--- src/rtl/cbbc_pkg.sv ---
// Shared types, codes and helper functions for the bracket balance checker.
package cbbc_pkg;

  localparam int STACK_DEPTH_DEFAULT = 256;

  localparam logic [7:0] CH_SQUOTE    = 8'h27;
  localparam logic [7:0] CH_DQUOTE    = 8'h22;
  localparam logic [7:0] CH_BACKSLASH = 8'h5c;
  localparam logic [7:0] CH_SLASH     = 8'h2f;
  localparam logic [7:0] CH_STAR      = 8'h2a;
  localparam logic [7:0] CH_NEWLINE   = 8'h0a;
  localparam logic [7:0] CH_LSQUARE   = 8'h5b;
  localparam logic [7:0] CH_LPAREN    = 8'h28;
  localparam logic [7:0] CH_LCURLY    = 8'h7b;
  localparam logic [7:0] CH_RSQUARE   = 8'h5d;
  localparam logic [7:0] CH_RPAREN    = 8'h29;
  localparam logic [7:0] CH_RCURLY    = 8'h7d;

  typedef enum logic [8:0] {
    LX_NORMAL = 9'b000000001,
    LX_SQUOTE = 9'b000000010,
    LX_DQUOTE = 9'b000000100,
    LX_SQ_ESC = 9'b000001000,
    LX_DQ_ESC = 9'b000010000,
    LX_LINE   = 9'b000100000,
    LX_BLOCK  = 9'b001000000,
    LX_SLASH  = 9'b010000000,
    LX_STAR   = 9'b100000000
  } lex_t;

  typedef enum logic [3:0] {
    LC_NORMAL = 4'd0,
    LC_SQUOTE = 4'd1,
    LC_DQUOTE = 4'd2,
    LC_SQ_ESC = 4'd3,
    LC_DQ_ESC = 4'd4,
    LC_LINE   = 4'd5,
    LC_BLOCK  = 4'd6,
    LC_SLASH  = 4'd7,
    LC_STAR   = 4'd8
  } lex_code_t;

  typedef enum logic [2:0] {
    ST_OK       = 3'd0,
    ST_UNEXP    = 3'd1,
    ST_OVERFLOW = 3'd2,
    ST_BALANCED = 3'd3,
    ST_UNBAL    = 3'd4
  } status_t;

  typedef enum logic [1:0] {
    ERR_NONE     = 2'd0,
    ERR_UNEXP    = 2'd1,
    ERR_OVERFLOW = 2'd2
  } err_t;

  typedef enum logic [1:0] {
    BR_PAREN  = 2'd0,
    BR_SQUARE = 2'd1,
    BR_CURLY  = 2'd2,
    BR_NONE   = 2'd3
  } brk_t;

  function automatic lex_code_t lex_code(lex_t s);
    lex_code_t c;
    unique case (s)
      LX_SQUOTE: c = LC_SQUOTE;
      LX_DQUOTE: c = LC_DQUOTE;
      LX_SQ_ESC: c = LC_SQ_ESC;
      LX_DQ_ESC: c = LC_DQ_ESC;
      LX_LINE:   c = LC_LINE;
      LX_BLOCK:  c = LC_BLOCK;
      LX_SLASH:  c = LC_SLASH;
      LX_STAR:   c = LC_STAR;
      default:   c = LC_NORMAL;
    endcase
    return c;
  endfunction

  function automatic brk_t open_code(logic [7:0] c);
    brk_t b;
    unique case (c)
      CH_LPAREN:  b = BR_PAREN;
      CH_LSQUARE: b = BR_SQUARE;
      CH_LCURLY:  b = BR_CURLY;
      default:    b = BR_NONE;
    endcase
    return b;
  endfunction

  function automatic brk_t close_code(logic [7:0] c);
    brk_t b;
    unique case (c)
      CH_RPAREN:  b = BR_PAREN;
      CH_RSQUARE: b = BR_SQUARE;
      CH_RCURLY:  b = BR_CURLY;
      default:    b = BR_NONE;
    endcase
    return b;
  endfunction

  function automatic logic [7:0] open_char(brk_t b);
    logic [7:0] c;
    unique case (b)
      BR_SQUARE: c = CH_LSQUARE;
      BR_CURLY:  c = CH_LCURLY;
      default:   c = CH_LPAREN;
    endcase
    return c;
  endfunction

endpackage

--- src/rtl/cbbc_lexer.sv ---
// Next-state logic of the C quote and comment lexer.
module cbbc_lexer (
  input  cbbc_pkg::lex_t cur,
  input  logic [7:0]     char_code,
  output cbbc_pkg::lex_t nxt
);

  cbbc_pkg::lex_t from_normal;

  always_comb begin
    priority if (char_code == cbbc_pkg::CH_SQUOTE) begin
      from_normal = cbbc_pkg::LX_SQUOTE;
    end else if (char_code == cbbc_pkg::CH_DQUOTE) begin
      from_normal = cbbc_pkg::LX_DQUOTE;
    end else if (char_code == cbbc_pkg::CH_SLASH) begin
      from_normal = cbbc_pkg::LX_SLASH;
    end else begin
      from_normal = cbbc_pkg::LX_NORMAL;
    end
  end

  always_comb begin
    unique case (cur)
      cbbc_pkg::LX_SQUOTE: begin
        priority if (char_code == cbbc_pkg::CH_SQUOTE) nxt = cbbc_pkg::LX_NORMAL;
        else if (char_code == cbbc_pkg::CH_BACKSLASH) nxt = cbbc_pkg::LX_SQ_ESC;
        else nxt = cbbc_pkg::LX_SQUOTE;
      end
      cbbc_pkg::LX_DQUOTE: begin
        priority if (char_code == cbbc_pkg::CH_DQUOTE) nxt = cbbc_pkg::LX_NORMAL;
        else if (char_code == cbbc_pkg::CH_BACKSLASH) nxt = cbbc_pkg::LX_DQ_ESC;
        else nxt = cbbc_pkg::LX_DQUOTE;
      end
      cbbc_pkg::LX_SQ_ESC: nxt = cbbc_pkg::LX_SQUOTE;
      cbbc_pkg::LX_DQ_ESC: nxt = cbbc_pkg::LX_DQUOTE;
      cbbc_pkg::LX_LINE: begin
        nxt = (char_code == cbbc_pkg::CH_NEWLINE) ? cbbc_pkg::LX_NORMAL
                                                  : cbbc_pkg::LX_LINE;
      end
      cbbc_pkg::LX_BLOCK: begin
        nxt = (char_code == cbbc_pkg::CH_STAR) ? cbbc_pkg::LX_STAR
                                               : cbbc_pkg::LX_BLOCK;
      end
      cbbc_pkg::LX_SLASH: begin
        priority if (char_code == cbbc_pkg::CH_STAR) nxt = cbbc_pkg::LX_BLOCK;
        else if (char_code == cbbc_pkg::CH_SLASH) nxt = cbbc_pkg::LX_LINE;
        else nxt = from_normal;
      end
      cbbc_pkg::LX_STAR: begin
        priority if (char_code == cbbc_pkg::CH_SLASH) nxt = cbbc_pkg::LX_NORMAL;
        else if (char_code == cbbc_pkg::CH_STAR) nxt = cbbc_pkg::LX_STAR;
        else nxt = cbbc_pkg::LX_BLOCK;
      end
      default: nxt = from_normal;
    endcase
  end

endmodule

--- config.mk ---
export PLATFORM = sky130hd
export DESIGN_NAME = cbbc_lexer
export DESIGN_NICKNAME = d
export VERILOG_FILES = /design/src/rtl/cbbc_pkg.sv /design/src/rtl/cbbc_lexer.sv
export SDC_FILE = /design/constraint.sdc
export NUM_CORES = 1
export LEC_CHECK = 0
export ABC_AREA = 1
export BUFFER_PORTS_ARGS = -buffer_cell sky130_fd_sc_hd__buf_2
export CELL_PAD_IN_SITES_DETAIL_PLACEMENT = 1
export CELL_PAD_IN_SITES_GLOBAL_PLACEMENT = 2
export CORE_MARGIN = 5
export CORE_UTILIZATION = 24
export DETAILED_ROUTE_END_ITERATION = 16
export GPL_TIMING_DRIVEN = 0
export PLACE_DENSITY_LB_ADDON = 0.1
export SKIP_LAST_GASP = 1
export SLEW_MARGIN = 10
export SYNTH_ARGS = -nofsm -noshare
export SYNTH_HDL_FRONTEND = slang
export SYNTH_SLANG_ARGS = --single-unit
--- constraint.sdc ---
create_clock -name vclk -period 1.7
set_input_delay 0.17 -clock vclk [all_inputs]
set_output_delay 0.17 -clock vclk [all_outputs]
set_load 0.03 [all_outputs]
==> results of run 1 <==
==> placed cells by master, fill, tap and decap left out <==
cell	synthesis	final
inv_1	16	16
nor2_4	5	5
nand4_1	4	4
o31ai_1	1	1
nand3b_2	1	1
nand2_1	28	28
clkinv_1	1	1
inv_2	5	5
nor2_1	21	21
a21oi_1	4	4
nor3_1	5	5
o21ai_0	2	2
nor2_2	4	4
nand3_2	3	3
nand3_1	14	14
nand2_2	5	5
buf_2	0	26
==> final timing paths <==
path | slack, ns | from | to | depth (start not counted)
worst max-delay path | 0.21 | char_code[0] | nxt[0] | 9
worst min-delay path | 0.78 | cur[0] | nxt[3] | 5
==> kinds of logic (layout without fill, tap and decap cells) <==
kind of cell	Yosys count	count (layout)	synth area share (%)
and+or+nand+nor	90	90	79.22
buffers and inverters	22	48	14.29
AOI/OAI and AO/OA	7	7	6.494
==> power breakdown <==
group          leakage (nW)  internal, mW  switching (mW)  total, mW
clock                     0             0               0          0
combinational         0.445        0.0311          0.0561     0.0873
sequential                0             0               0          0
total                 0.445        0.0311          0.0561     0.0873
==> routing by layer <==
metal / vias up / track usage (%) / part of all wire (%)
li1: 426 / - / -
met4: 0 / 0 / 0
met1: 340 / 15.18 / 47
met2: 16 / 19.24 / 47
met5: - / 0 / 0
met3: 0 / 0.8715 / 5.7
==> area by class of cell <==
class | count | area [um^2]
fillers | 338 | 1511
inverters | 22 | 82.58
multi-input cells | 97 | 495.5
well taps | 28 | 35.03
repair buffers | 26 | 130.1
==> per-stage QoR <==
| stage | power, mW | std cells |
|---|---|---|
| floorplan | 0.04987 | 119 |
| global placement | 0.08628 | 173 |
| detailed placement | 0.08882 | 173 |
| CTS | 0.08914 | 173 |
| global route | 0.1001 | 173 |
| finish | 0.08729 | 173 |
==> critical path: stages <==
cell	delay, ns
buf_2	0.11
inv_1	0.04
nand2_1	0.06
nor3_1	0.25
nand4_1	0.20
nor2_1	0.18
nor2_1	0.07
nand3_1	0.06
buf_2	0.19
==> impl_metrics.json, run 1 <==
{
  "status": "finished, final reports clean",
  "critical_path_arrival_ns": 1.32,
  "areaGrowthSynthToFinish_pct": 28.57,
  "crit_path_end_kind": "primary output",
  "fin_area_um2": 743.2,
  "setup_viol": 0,
  "viasPerCell": 4.520,
  "postCtsSetupBuffers": 0,
  "die_area_mm2": 0.003490,
  "yosysTopAreaCellShare_pct": 18.18,
  "rsz0062_at_grt": "no",
  "synthCells": 119,
  "placed_area_um2": 743.2,
  "synth_fp_nets": 136,
  "ys.warnings.count": 0,
  "clkbuf_count": 0,
  "ios": 26,
  "wl_um": 1817,
  "holdWs_ns": 0.7803,
  "die_x_um": 59.08,
  "yosysMostFrequentCell": "nand2_1",
  "start_util_pct": 25.64,
  "drive_gt1_share_pct": 33.79,
  "worst_pin_slew_ns": 0.2990,
  "cp_max_fo": 3,
  "track_usage_pct": 10.89,
  "place_hpwl_um": 1728,
  "grt_pass1_vias": 761,
  "grt_pass1_wl_um": 3139,
  "report.final.slew_viol_count": 0,
  "avgSynthCellArea_um2": 4.858,
  "maxCapViolCount": 0,
  "ant_nets": 0,
  "yosysUniqueCellTypes": 16,
  "min_period_ns": 1.494,
  "drt_iter0_markers": 6,
  "criticalPathCategory": "primary input to primary output",
  "leakage_nw": 0.4453,
  "max-vdd-ir-drop_mv": 0.05356,
  "hold_violations": 0,
  "p_per_area_mw_per_mm2": 117.5,
  "period_share_pct": 87.91,
  "synth_top_area_cell": "nand2_1",
  "grt_remaining_overflow": 0,
  "ctsHoldBuffers": 0,
  "vias": 782,
  "pre_cts_ws_ns": 0.1432,
  "worstHoldPathType": "primary input to primary output",
  "regArea_um2": 0,
  "syn_area_um2": 578.1,
  "nets": 164,
  "coreArea_mm2": 0.002255,
  "io_buffers": 26,
  "globalplace.congestion": 0.7128,
  "diodes": 0,
  "route.detailed.drc": 0,
  "cts_resized": 0,
  "rows": 17,
  "synth_common_cells": "28 x nand2_1, 21 x nor2_1, 16 x inv_1, 14 x nand3_1",
  "fin_ws_ns": 0.2055,
  "max_freq_ghz": 0.6691,
  "wl_per_cell_um": 10.50,
  "cp-start-kind": "primary input",
  "nFlopsAndLatches": 0,
  "tns_ns": 0,
  "required_ns": 1.53,
  "grt_max_degree": 7,
  "dieHeight_um": 59.08,
  "antenna_found_initial": 0,
  "ys_top_cells_by_area": "nand2_1 18%, nor2_1 14%, nand3_1 12%",
  "relSlewSlack_pct": 79.92,
  "dr.pass1.iters": 4,
  "fin_util_pct": 32.96,
  "yosysSeqAreaShare_pct": 0
}
Power figures use the tool's default switching activity.
==> run 2, diff against run 1 <==
--- a/config.mk
+++ b/config.mk
@@ -6,12 +6,12 @@
 export NUM_CORES = 1
 export LEC_CHECK = 0
 export ABC_AREA = 1
-export BUFFER_PORTS_ARGS = -buffer_cell sky130_fd_sc_hd__buf_2
 export CELL_PAD_IN_SITES_DETAIL_PLACEMENT = 1
 export CELL_PAD_IN_SITES_GLOBAL_PLACEMENT = 2
 export CORE_MARGIN = 5
-export CORE_UTILIZATION = 24
+export CORE_UTILIZATION = 30
 export DETAILED_ROUTE_END_ITERATION = 16
+export DONT_BUFFER_PORTS = 1
 export GPL_TIMING_DRIVEN = 0
 export PLACE_DENSITY_LB_ADDON = 0.1
 export SKIP_LAST_GASP = 1
==> constraint.sdc (replaced) <==
create_clock -name vclk -period 1.4
set_input_delay 0.14 -clock vclk [all_inputs]
set_output_delay 0.14 -clock vclk [all_outputs]
set_load 0.03 [all_outputs]
==> run 2 against run 1 <==
  * Sequential share of layout area is the same
  * Combinational power shrank 5.6%
  * Design area shrank 2.4%
  * Core utilization grew 7.7 points
  * Critical path depth is the same
  * Power shrank 5.7%
  * Cell count shrank 16%
  * Critical endpoint is now nxt[6]
==> impl_metrics.json, run 2 (synthesis results as in run 1) <==
{
  "relSlewSlack_pct": 63.04,
  "hold_violations": 0,
  "dp_cells": 144,
  "rows": 15,
  "io_buffers": 0,
  "p_clk_share_pct": 0,
  "swShare_pct": 68.86,
  "criticalPathCategory": "primary input to primary output",
  "diodes": 0,
  "fin_area_um2": 725.7,
  "grt_pass1_vias": 716,
  "fin_ws_ns": 0.1035,
  "min_delay_path_depth": 2,
  "dr.pass1.iters": 4,
  "crit_path_end_kind": "primary output",
  "die_x_um": 53.90,
  "regArea_um2": 0,
  "grt_max_degree": 7,
  "place_hpwl_um": 1576,
  "antenna_found_initial": 0,
  "drt_iter0_markers": 2,
  "grt_pass1_wl_um": 3022,
  "report.final.slew_viol_count": 0,
  "coreArea_mm2": 0.001783,
  "wl_per_cell_um": 12.43,
  "route.detailed.drc": 0,
  "nets": 139,
  "final_common_cell": "nand2_1",
  "tns_ns": 0,
  "leakage_nw": 0.3643,
  "globalplace.congestion": 0.7550,
  "p_per_area_mw_per_mm2": 113.5,
  "final_cell_mix": "24 x nand2_1, 20 x nor2_1, 16 x inv_1",
  "max-vdd-ir-drop_mv": 0.06860,
  "p_sw_uw": 56.71,
  "power_frac_comb_pct": 100.0,
  "areaGrowthSynthToFinish_pct": 25.54,
  "finalPower_uw": 82.35,
  "worstHoldPathType": "primary input to primary output",
  "cp-start-kind": "primary input",
  "min_period_ns": 1.297,
  "drive_gt1_share_pct": 31.67,
  "start_util_pct": 32.42,
  "maxCapViolCount": 0,
  "worst_pin_slew_ns": 0.5514,
  "period_share_pct": 92.61,
  "p_seq_share_pct": 0,
  "dieHeight_um": 53.90,
  "wl_um": 1802,
  "ios": 26,
  "instances_no_fill": 145,
  "clkbuf_count": 0,
  "max_freq_ghz": 0.7713,
  "worstHoldStart": "char_code[3]",
  "track_usage_pct": 13.36,
  "ant_nets": 0,
  "cp_max_fo": 5,
  "hold_end": "nxt[7]",
  "die_area_mm2": 0.002905,
  "rsz0062_at_grt": "yes",
  "pre_cts_ws_ns": -0.09582,
  "internal-power_uw": 25.64,
  "critical_path_arrival_ns": 1.16,
  "viasPerCell": 4.876,
  "grt_remaining_overflow": 0,
  "required_ns": 1.26,
  "nFlopsAndLatches": 0,
  "setup_viol": 0,
  "placed_area_um2": 614.3,
  "vias": 707,
  "fillerInstances": 262,
  "status": "finished, final reports clean"
}
==> run 2: cell count changes in the layout (fill, tap and decap cells not counted), sizes merged <==
cell	previous run	this run
buf	26	1
==> run 2: final cells by class <==
cell class,count,area (um^2),share of cell area [%]
multi-input combinational,97,604.3,83.28
tap,25,31.28,4.310
timing repair buffer,1,7.507,1.034
inverter,22,82.58,11.38
==> run 2: worst max path at each step <==
| stage | start | to | depth (start not counted) | slack [ns] |
|---|---|---|---|---|
| after global routing | cur[1] | nxt[1] | 8 | -0.01 |
| final | cur[1] | nxt[6] | 9 | 0.10 |
| after CTS | cur[1] | nxt[7] | 8 | -0.02 |
| after global placement | cur[3] | nxt[3] | 5 | -0.09 |
| after floorplan | cur[3] | nxt[3] | 5 | 0.05 |
| after detailed placement | char_code[0] | nxt[8] | 7 | -0.1 |
==> run 2: what timing repair did <==
item	4_1_cts	5_1_grt
hold buffers	0	0
gates resized for setup	4	17
endpoints found under the setup margin	4	4
pin swaps	0	7
buffers inserted	0	1
==> run 2: layer usage <==
layer  global-route usage [%]  routed length (um)  vias to the layer above
met5                        0                   0                        -
met4                        0                   0                        0
met3                    2.216                 130                        0
met2                    23.39                 834                       17
met1                    17.97                 837                      310
li1                         -                   -                      380
==> run 2: stage by stage <==
stage,hold slack (ns),util [%]
final,0.4929,40.70
after global routing,0.5132,40.70
after CTS,0.5262,35.72
after detailed placement,0.5566,34.46
after global placement,0.5585,34.46
after floorplan,0.5194,-
==> run 2: worst max-delay path, stage by stage <==
cell	delay, ns
inv_1	0.08
nand2_4	0.08
nor2_4	0.21
nand3_2	0.13
nand2_2	0.10
nor2_4	0.06
nand2_2	0.09
nand2_2	0.06
nor2_4	0.21
==> run 2: power by group through the flow <==
stage / logic, mW / registers, mW / clock network (mW)
after global routing: 0.0928 / 0 / 0
after CTS: 0.0721 / 0 / 0
after floorplan: 0.0606 / 0 / 0
after global placement: 0.0697 / 0 / 0
after detailed placement: 0.0714 / 0 / 0
final: 0.0824 / 0 / 0
==> run 3, diff against run 2 <==
--- a/config.mk
+++ b/config.mk
@@ -12,7 +12,6 @@
 export CORE_UTILIZATION = 30
 export DETAILED_ROUTE_END_ITERATION = 16
 export DONT_BUFFER_PORTS = 1
-export GPL_TIMING_DRIVEN = 0
 export PLACE_DENSITY_LB_ADDON = 0.1
 export SKIP_LAST_GASP = 1
 export SLEW_MARGIN = 10
==> run 3 against run 2 <==
  * Die area is the same
  * Non-clock buffer count grew 5
  * Core utilization shrank 3.4 points
  * Power shrank 11%
  * Setup slack gained 0.019 ns
  * Global-route usage grew 0.29 points
  * Design area shrank 8.4%
  * Clock-buffer cell count is the same
  * First-iteration DRC count shrank 50%
  * Combinational power shrank 12%
  * Sequential cell count is the same
==> impl_metrics.json, run 3 (synthesis results as in run 1) <==
{
  "final_cell_mix": "28 x nand2_1, 21 x nor2_1, 16 x inv_1",
  "grt_pass1_wl_um": 3063,
  "route.detailed.drc": 0,
  "holdWs_ns": 0.6079,
  "grt_max_degree": 7,
  "nets": 144,
  "antenna_found_initial": 0,
  "clkbuf_count": 0,
  "maxCapViolCount": 0,
  "period_share_pct": 91.28,
  "instances_no_fill": 150,
  "worstHoldStart": "cur[0]",
  "leakage_nw": 0.3661,
  "crit_path_end_kind": "primary output",
  "worstHoldPathType": "primary input to primary output",
  "viasPerCell": 4.907,
  "min_period_ns": 1.278,
  "cp-start-kind": "primary input",
  "nFlopsAndLatches": 0,
  "rows": 15,
  "rsz0062_at_grt": "no",
  "track_usage_pct": 13.64,
  "worst_pin_slew_ns": 0.3391,
  "pre_cts_ws_ns": 0.09618,
  "fin_util_pct": 37.26,
  "ant_nets": 0,
  "critical_path_arrival_ns": 1.14,
  "wl_per_cell_um": 11.85,
  "critPathTopFamily": "simple AND/OR/NAND/NOR gates",
  "fillerInstances": 273,
  "cp_cell_sequence": "inv_1, nand2_1, nor2_4, nand3_2, nand2_1, nor2_4, nand2_2, nand2_1, nor2_2, buf_4",
  "min_delay_path_depth": 4,
  "io_buffers": 0,
  "crit_top_cell": "nand2_1",
  "cp_max_fo": 5,
  "grt_pass1_vias": 761,
  "tns_ns": 0,
  "required_ns": 1.26,
  "hold_violations": 0,
  "placed_area_um2": 659.4,
  "diodes": 0,
  "ios": 26,
  "grt_remaining_overflow": 0,
  "regArea_um2": 0,
  "hold_end": "nxt[3]",
  "relSlewSlack_pct": 77.33,
  "wl_um": 1778,
  "areaGrowthSynthToFinish_pct": 14.94,
  "report.final.slew_viol_count": 0,
  "final_common_cell": "nand2_1",
  "fin_area_um2": 664.4,
  "setup_viol": 0,
  "fin_ws_ns": 0.1221,
  "dieHeight_um": 53.90,
  "slowest_stage": "nor2_4",
  "max_freq_ghz": 0.7826,
  "vias": 736,
  "place_hpwl_um": 1663,
  "ctsHoldBuffers": 0,
  "coreArea_mm2": 0.001783,
  "drt_iter0_markers": 1,
  "drive_gt1_share_pct": 24.00,
  "status": "finished, final reports clean",
  "multi_input_area_um2": 505.5,
  "start_util_pct": 32.42,
  "dr.pass1.iters": 2,
  "dp_cells": 150,
  "finalPower_uw": 72.93,
  "critPathMaxStageDelay_ns": 0.17,
  "path_buf_inv": 2,
  "p_per_area_mw_per_mm2": 109.8,
  "die_x_um": 53.90,
  "max-vdd-ir-drop_mv": 0.06142,
  "die_area_mm2": 0.002905,
  "criticalPathCategory": "primary input to primary output",
  "globalplace.congestion": 0.7995
}
-- run 3: cell count changes in the layout (fill, tap and decap cells not counted), sizes merged --
cell,previous run,this run
buf,1,6
-- run 3: worst max path at each step --
| stage | start | end | cells after the start |
|---|---|---|---|
| 4_1_cts | char_code[6] | nxt[6] | 9 |
| 3_5_place_dp | char_code[6] | nxt[6] | 9 |
| 2_1_floorplan | cur[3] | nxt[3] | 5 |
| 6_report | cur[6] | nxt[6] | 10 |
| 3_3_place_gp | char_code[6] | nxt[6] | 9 |
| 5_1_grt | cur[1] | nxt[0] | 9 |
-- run 3: layout make-up --
class | count | share of cell area (%)
Multi-Input combinational cell | 97 | 76.08
Inverter | 22 | 12.43
Timing Repair Buffer | 6 | 6.780
Tap cell | 25 | 4.708
-- run 3: power breakdown --
part	internal [mW]	switching [mW]
Sequential	0	0
Clock	0	0
Combinational	0.0220	0.0510
Total	0.0220	0.0510
-- run 3: layer usage --
metal | GRT usage, % | vias to the layer above | part of all wire, %
met5 | 0 | - | 0
met4 | 0 | 0 | 0
met3 | 1.939 | 0 | 6.4
met2 | 24.80 | 17 | 48
met1 | 17.81 | 329 | 46
li1 | - | 390 | -
-- run 3: timing repair --
| item | in CTS | in global routing |
|---|---|---|
| endpoints found under the setup margin | 0 | 5 |
| setup buffers | 0 | 0 |
| resized for setup | 0 | 1 |
